===== src/sv/lkvc_pkg.sv =====
// lkvc_pkg: shared types and constants for the lru key-value cache
// request and response payload structs, cell entry and control structs
// no dependencies
`default_nettype none

package lkvc_pkg;

    localparam int KEY_W   = 32;
    localparam int DATA_W  = 32;
    localparam int CAP_W   = 5;
    localparam int PDATA_W = 32;
    localparam int PADDR_W = 3;

    localparam logic [CAP_W-1:0] CAP_RESET = 5'd16;
    localparam logic [PADDR_W-3:0] REG_CAPACITY = '0;

    typedef enum logic [0:0] {
        REQ_GET = 1'b0,
        REQ_PUT = 1'b1
    } req_type_t;

    typedef struct packed {
        req_type_t                req_type;
        logic signed [KEY_W-1:0]  key;
        logic signed [DATA_W-1:0] value;
    } req_t;

    typedef struct packed {
        logic                     hit;
        logic signed [DATA_W-1:0] read_value;
    } rsp_t;

    typedef struct packed {
        logic              valid;
        logic [KEY_W-1:0]  key;
        logic [DATA_W-1:0] data;
    } entry_t;

    typedef struct packed {
        logic load;
        logic kill;
    } cell_ctrl_t;

endpackage

`default_nettype wire


===== src/sv/lru_key_value_cache_top.sv =====
// lru_key_value_cache_top: fully associative key-value cache with lru replacement
// a chain of lkvc_cell slots kept in recency order, request register, response register
// depends on lkvc_pkg and lkvc_cell
//
//  channel  | handshake                  | payload
//  ---------+----------------------------+------------------------------
//  req      | req_valid / req_ready      | req_t: req_type, key, value
//  rsp      | rsp_valid / rsp_ready      | rsp_t: hit, read_value
//  config   | psel penable pwrite pready | paddr, pwdata, prdata
//
// a request is registered at acceptance and resolved once it fires: all slots
// compare in parallel and the chain shifts once, so one request per cycle is taken
// while the response register is free or drains; a get waits on a full response register
// reset clears every valid bit and the occupancy count at once; no clearing pass
// a put gives no response and never waits on rsp_ready
`default_nettype none

module lru_key_value_cache_top
    import lkvc_pkg::*;
#(
    parameter int ENTRIES = 16
)
(
    input  wire logic               clk,
    input  wire logic               rst_n,
    input  wire logic               req_valid,
    output logic                    req_ready,
    input  wire req_t               req,
    output logic                    rsp_valid,
    input  wire logic               rsp_ready,
    output rsp_t                    rsp,
    input  wire logic               psel,
    input  wire logic               penable,
    input  wire logic               pwrite,
    input  wire logic [PADDR_W-1:0] paddr,
    input  wire logic [PDATA_W-1:0] pwdata,
    output logic [PDATA_W-1:0]      prdata,
    output logic                    pready
);

    localparam int CNT_W = $clog2(ENTRIES + 1);
    localparam int CMP_W = (CNT_W > CAP_W) ? CNT_W : CAP_W;

    logic [CAP_W-1:0] capacity_reg;
    logic [CAP_W-1:0] capacity_next;
    logic [CNT_W-1:0] occ_reg;
    logic [CNT_W-1:0] occ_next;
    logic             busy_reg;
    logic             busy_next;
    req_t             req_reg;
    req_t             req_next;
    logic             rsp_valid_reg;
    logic             rsp_valid_next;
    rsp_t             rsp_reg;
    rsp_t             rsp_next;

    logic                 req_accept;
    logic                 fire;
    logic                 cfg_write;
    logic [PADDR_W-3:0]   reg_index;
    logic [ENTRIES-1:0]   match;
    entry_t               entries [ENTRIES];
    cell_ctrl_t           ctrl [ENTRIES];
    entry_t               hit_entry;
    entry_t               front;
    logic                 hit;
    logic                 is_put;
    logic                 put_miss;
    logic                 evict;
    logic [CMP_W-1:0]     cap_eff;

    assign pready    = 1'b1;
    assign reg_index = paddr[PADDR_W-1:2];
    assign cfg_write = psel && penable && pwrite && pready;
    assign prdata    = (reg_index == REG_CAPACITY) ? PDATA_W'(capacity_reg) : '0;

    always_comb
    begin
        capacity_next = capacity_reg;
        if (cfg_write && (reg_index == REG_CAPACITY))
        begin
            capacity_next = pwdata[CAP_W-1:0];
        end
    end

    always_comb
    begin
        cap_eff = CMP_W'(capacity_reg);
        if (capacity_reg == '0)
        begin
            cap_eff = CMP_W'(1);
        end
        else if (CMP_W'(capacity_reg) > CMP_W'(ENTRIES))
        begin
            cap_eff = CMP_W'(ENTRIES);
        end
    end

    assign is_put     = (req_reg.req_type == REQ_PUT);
    assign fire       = busy_reg && (is_put || !rsp_valid_reg || rsp_ready);
    assign req_ready  = !busy_reg || fire;
    assign req_accept = req_valid && req_ready;

    // one-hot select of the matching slot
    always_comb
    begin
        hit_entry = '0;
        for (int i = 0; i < ENTRIES; i++)
        begin
            if (match[i])
            begin
                hit_entry = hit_entry | entries[i];
            end
        end
    end

    assign hit      = |match;
    assign put_miss = fire && is_put && !hit;
    assign evict    = CMP_W'(occ_reg) >= cap_eff;

    always_comb
    begin
        front.valid = 1'b1;
        front.key   = req_reg.key;
        front.data  = is_put ? req_reg.value : hit_entry.data;
    end

    genvar gi;
    generate
        for (gi = 0; gi < ENTRIES; gi++)
        begin : g_cell
            if (gi == 0)
            begin : g_head
                assign ctrl[gi].load = put_miss || (fire && hit);
                assign ctrl[gi].kill = 1'b0;
                lkvc_cell u_cell (
                    .clk        (clk),
                    .rst_n      (rst_n),
                    .ctrl       (ctrl[gi]),
                    .shift_in   (front),
                    .lookup_key (req_reg.key),
                    .entry      (entries[gi]),
                    .match      (match[gi])
                );
            end
            else
            begin : g_body
                // hit slot and every more recent slot move down by one
                assign ctrl[gi].load = put_miss || (fire && (|match[ENTRIES-1:gi]));
                // the tail slot falls off on eviction
                assign ctrl[gi].kill = evict && entries[gi-1].valid && !entries[gi].valid;
                lkvc_cell u_cell (
                    .clk        (clk),
                    .rst_n      (rst_n),
                    .ctrl       (ctrl[gi]),
                    .shift_in   (entries[gi-1]),
                    .lookup_key (req_reg.key),
                    .entry      (entries[gi]),
                    .match      (match[gi])
                );
            end
        end
    endgenerate

    always_comb
    begin
        occ_next = occ_reg;
        if (put_miss && !evict)
        begin
            occ_next = occ_reg + CNT_W'(1);
        end
    end

    always_comb
    begin
        busy_next = busy_reg;
        req_next  = req_reg;
        if (req_accept)
        begin
            busy_next = 1'b1;
            req_next  = req;
        end
        else if (fire)
        begin
            busy_next = 1'b0;
        end
    end

    always_comb
    begin
        rsp_valid_next = rsp_valid_reg;
        rsp_next       = rsp_reg;
        if (fire && !is_put)
        begin
            rsp_valid_next      = 1'b1;
            rsp_next.hit        = hit;
            rsp_next.read_value = hit ? hit_entry.data : '1;
        end
        else if (rsp_ready)
        begin
            rsp_valid_next = 1'b0;
        end
    end

    always_ff @(posedge clk or negedge rst_n)
    begin
        if (!rst_n)
        begin
            capacity_reg  <= CAP_RESET;
            occ_reg       <= '0;
            busy_reg      <= 1'b0;
            rsp_valid_reg <= 1'b0;
        end
        else
        begin
            capacity_reg  <= capacity_next;
            occ_reg       <= occ_next;
            busy_reg      <= busy_next;
            rsp_valid_reg <= rsp_valid_next;
        end
    end

    always_ff @(posedge clk)
    begin
        req_reg <= req_next;
        rsp_reg <= rsp_next;
    end

    assign rsp_valid = rsp_valid_reg;
    assign rsp       = rsp_reg;

endmodule

`default_nettype wire


===== src/sv/lkvc_cell.sv =====
// lkvc_cell: one slot of the recency-ordered chain
// holds key, data and valid; compares against the lookup key; loads from its neighbor
// depends on lkvc_pkg
`default_nettype none

module lkvc_cell
    import lkvc_pkg::*;
(
    input  wire logic             clk,
    input  wire logic             rst_n,
    input  wire cell_ctrl_t       ctrl,
    input  wire entry_t           shift_in,
    input  wire logic [KEY_W-1:0] lookup_key,
    output entry_t                entry,
    output logic                  match
);

    logic              valid_reg;
    logic              valid_next;
    logic [KEY_W-1:0]  key_reg;
    logic [KEY_W-1:0]  key_next;
    logic [DATA_W-1:0] data_reg;
    logic [DATA_W-1:0] data_next;

    always_comb
    begin
        valid_next = valid_reg;
        key_next   = key_reg;
        data_next  = data_reg;
        if (ctrl.load)
        begin
            valid_next = shift_in.valid & ~ctrl.kill;
            key_next   = shift_in.key;
            data_next  = shift_in.data;
        end
    end

    always_ff @(posedge clk or negedge rst_n)
    begin
        if (!rst_n)
        begin
            valid_reg <= 1'b0;
        end
        else
        begin
            valid_reg <= valid_next;
        end
    end

    always_ff @(posedge clk)
    begin
        key_reg  <= key_next;
        data_reg <= data_next;
    end

    assign match = valid_reg && (key_reg == lookup_key);

    assign entry.valid = valid_reg;
    assign entry.key   = key_reg;
    assign entry.data  = data_reg;

endmodule

`default_nettype wire


===== config.mk =====
export PLATFORM = sky130hd
export DESIGN_NAME = lru_key_value_cache_top
export DESIGN_NICKNAME = d
export VERILOG_FILES = /design/src/sv/lkvc_pkg.sv /design/src/sv/lru_key_value_cache_top.sv /design/src/sv/lkvc_cell.sv
export SDC_FILE = /design/constraint.sdc
export NUM_CORES = 1
export LEC_CHECK = 0
export CORE_MARGIN = 5
export CORE_UTILIZATION = 38
export CTS_CLUSTER_SIZE = 24
export DETAILED_ROUTE_END_ITERATION = 7
export DONT_BUFFER_PORTS = 1
export PLACE_DENSITY = 0.54
export SKIP_CTS_REPAIR_TIMING = 1
export SLEW_MARGIN = 20
export SYNTH_ARGS = -nofsm -noshare
export SYNTH_HDL_FRONTEND = slang
export SYNTH_SLANG_ARGS = --single-unit

===== constraint.sdc =====
create_clock -name clk -period 7.4 [get_ports clk]
set_input_delay 1.48 -clock clk [delete_from_list [all_inputs] [get_ports clk]]
set_output_delay 1.48 -clock clk [all_outputs]
set_load 0.01 [all_outputs]

==> flow_summary_export.csv <==
group,metric,value,unit
run_status,status,"finished clean",
global_routing,grt_pass1_vias,27310,
logic_synthesis,ys_top_cells_by_area,"edfxtp_1 (72%), xor2_1 (5.0%), xnor2_1 (4.6%), a221oi_1 (2.1%), a22o_1 (2.0%)",
job,maxCapViolCount,0,
global_routing,grt_max_degree,66,
pwr,power.density,281.8,nW/um2
worst_setup_path,endpoint_kind,"flip-flop",
floorplanning,rows,128,
worst_setup_path,reg2regPathDepth,11,
clocking,cts_tree,"done",
timing,hold_viol_final,0,
timing,rsz0062_at_grt,"no",
timing,fin_skew,0.06608,ns
global_routing,antenna_found_initial,4,
timing,timing.final.crit_share,74.44,%
logic_synthesis,yosysWarnings,0,
worst_setup_path,worst_ep_required_time,7.77,ns
logic_synthesis,synth_flop_cell,"edfxtp_1",
worst_setup_path,crit_path_start,"front[56]$_DFFE_PP_",
worst_setup_path,critPathKind,"reg2reg",
timing,final.setup.tns,0,ns
floorplanning,num_io_pins,175,
floorplanning,initial_utilization,38.30,%
logic_synthesis,synth_edf_count,1122,
detailed_routing,avgViaCountPerCell,5.751,
detailed_routing,wl_per_cell,29.42,um
timing,maxSlewHeadroom,23.06,%
worst_setup_path,crit_family,"simple AND/OR/NAND/NOR gates",
global_routing,grt_overflow,0,
final_layout,final_layout_size_suffix_gt1_share,11.04,%
timing,layout_setup_ws,1.892,ns
min_path,hold_class,"reg2reg",
logic_synthesis,syn-instance-count,2841,
min_path,hold_start,"g_cell[2].g_body.u_cell.data_reg[23]$_DFFE_PP_",
floorplanning,core_area,121900,um2
worst_setup_path,crit_buf_inv,3,
logic_synthesis,syn_area,46680,um2
pwr,leakage,16.76,nW
clocking,clock_latency,0.74,ns
logic_synthesis,synth-async-reset-ratio,2.435,%
worst_setup_path,crit_fanout,41,
detailed_routing,wirelength,136900,um
placement,place_congestion,0.9849,
clocking,clock-sinks,1150,
worst_setup_path,reg2reg_from,"front[56]$_DFFE_PP_",
logic_synthesis,syn_area_per_cell,16.43,um2
worst_setup_path,critPathSlowestCell,"edfxtp_1",
detailed_routing,vias,26750,
floorplanning,fp.dieH,360.5,um
pwr,power.total,0.01487,W
worst_setup_path,rr_endpoint,"g_cell[0].g_head.u_cell.key_reg[27]$_DFFE_PP_",
placement,dpl.hpwl,89170,um
logic_synthesis,yosysMostFrequentCell,"edfxtp_1",
logic_synthesis,ys_ff_latch,1150,
logic_synthesis,synth.distinct_cells,73,
timing,worst_pin_slew,1.154,ns
timing,max_clock_freq,181.5,MHz
worst_setup_path,endpoint,"g_cell[0].g_head.u_cell.key_reg[27]$_DFFE_PP_",
timing,setup_viol,0,
clocking,cts_buffer_depth,3,
pwr,vdd_ir_drop_max,0.0002271,V
final_layout,layout.cells.non_filler,4652,
floorplanning,die_area,129900,um2
worst_setup_path,crit_path_frequent_cell,"buf_4",
global_routing,grt_pass1_wl,194400,um
placement,pre_cts_slack,1.976,ns
detailed_routing,dr.pass1.iters,6,
worst_setup_path,crit_path_cell_trace,"xor2_1 -> nor4b_1 -> nand4_1 -> nor3b_1 -> nor4_4 -> nand4_2 -> buf_4 -> nand2_1 -> nand2_4 -> buf_4 -> buf_4",
logic_synthesis,yosysTopAreaCell,"edfxtp_1",
worst_setup_path,reg2reg_slack,1.89,ns
global_routing,gr-usage-all-layers,20.37,%
detailed_routing,drt_iter0_drc,3044,
logic_synthesis,synth-seq-area-share,73.68,%
clocking,htreeDepth,3,
worst_setup_path,startpoint_type,"flip-flop",
worst_setup_path,cp_data_arrival_time,5.88,ns
floorplanning,die-width,360.5,um
timing,finalMaxSlewViolations,0,
final_layout,syn_to_final_growth,13.02,%
clocking,cts_buffers,119,
worst_setup_path,path_depth,11,
placement,port_buffers,0,
timing,fin_crit,5.508,ns
logic_synthesis,synth_top_area_share,72.18,%
detailed_routing,drc_errors,0,
detailed_routing,drt.antenna.violating_nets,0,
final_layout,nets,3038,
timing,holdWs,0.4226,ns
clocking,root_buffer,"clkbuf_16",
worst_setup_path,cpPeakStageDelay,0.92,ns
clocking,clk_pin_slew,0.06,ns
placement,dp.cells,4429,
logic_synthesis,synthTopCellsByCount,"edfxtp_1 (1122), xor2_1 (266), xnor2_1 (243)",
-- power breakdown --
group	leakage (nW)	internal (W)	switching, W
clock	1.88	0.00337	0.00256
combinational	4.07	0.000343	0.000712
sequential	10.8	0.00756	0.000322
total	16.8	0.0113	0.00360
-- layout make-up --
type | count | area [um2]
Timing Repair Buffer | 102 | 814.5
Antenna cell | 2 | 5.005
Fill cell | 10710 | 69120
Sequential cell | 1150 | 34390
Inverter | 29 | 108.9
Clock buffer | 143 | 3089
Multi-Input combinational cell | 1523 | 11540
Tap cell | 1625 | 2033
Clock inverter | 78 | 773.2
-- through the flow --
stage / cell area (um2) / util [%]
global route: 52750 / 43.28
detailed placement: 48880 / 40.11
floorplan: 46780 / -
finish: 52760 / 43.29
CTS: 52740 / 43.27
global placement: 48880 / 40.11
-- placed cells by master (no fill, tap or decap), types with 4 or more instances in the layout --
master      Yosys  final
xnor2_1       243    243
a21o_1          7      5
xor2_1        266    266
nor3_1         32     31
clkbuf_1       43     23
a22o_1        108    107
dfrtp_1        27     27
clkbuf_16       0    120
buf_4          61     96
nor2b_1         8      7
inv_1          28     28
and2_1          5      5
a22oi_1        46     46
and3_1          6      4
a31oi_1         5      5
nor4b_1        11     11
nor4_2          5      9
nand3b_1        4      4
conb_1          2     28
nand2b_1       26     26
clkinv_1        0     27
clkinvlp_4      0      6
and4_1         34     32
clkinv_2        0     26
o21ai_0        15      7
ha_1            6      6
o21ai_4         0      8
nor4_1        120    114
nand4b_1       15     15
a221oi_1      112    112
edfxtp_1     1122   1122
nand3_1        30     30
nand2_1        84     80
nand2_4         0      4
or4_1          18     18
a21oi_1        35     35
bufinv_16       0     11
nand4_1       116    116
mux2_2          6      6
nor2_1         71     70
-- cell families (layout without fill, tap and decap cells) --
logic type	count (synthesis)	after routing	share of synthesized area, %
AOI/OAI and AO/OA	359	359	6.176
DFF	1150	1150	73.68
xor gates and xnor gates	509	509	9.550
muxes	6	6	0.1447
buffers and inverters	194	352	2.353
other	2	30	0.01609
adders and majority gates	6	6	0.1608
and+or+nand+nor	615	615	7.915
-- how the worst min path moves through the flow --
stage | end | cells after the start | slack, ns
after floorplan | g_cell[0].g_head.u_cell.key_reg[0]$_DFFE_PP_ | 0 | 0.42
after global placement | g_cell[14].g_body.u_cell.data_reg[1]$_DFFE_PP_ | 0 | 0.43
after detailed placement | g_cell[6].g_body.u_cell.data_reg[7]$_DFFE_PP_ | 0 | 0.43
after CTS | g_cell[0].g_head.u_cell.valid_reg$_DFFE_PN0P_ | 0 | 0.39
after global routing | g_cell[0].g_head.u_cell.valid_reg$_DFFE_PN0P_ | 0 | 0.40
final | g_cell[3].g_body.u_cell.data_reg[23]$_DFFE_PP_ | 0 | 0.42
-- layer usage --
metal	up-vias	wire length, um	part of all wire, %	GRT usage [%]
li1	11330	-	-	-
met1	13520	56960	42	28.35
met2	1569	62520	46	32.16
met3	331	11340	8.3	3.274
met4	2	6062	4.4	8.244
met5	-	7	0.0051	0
Note: power is estimated with default switching activity, not from simulation.
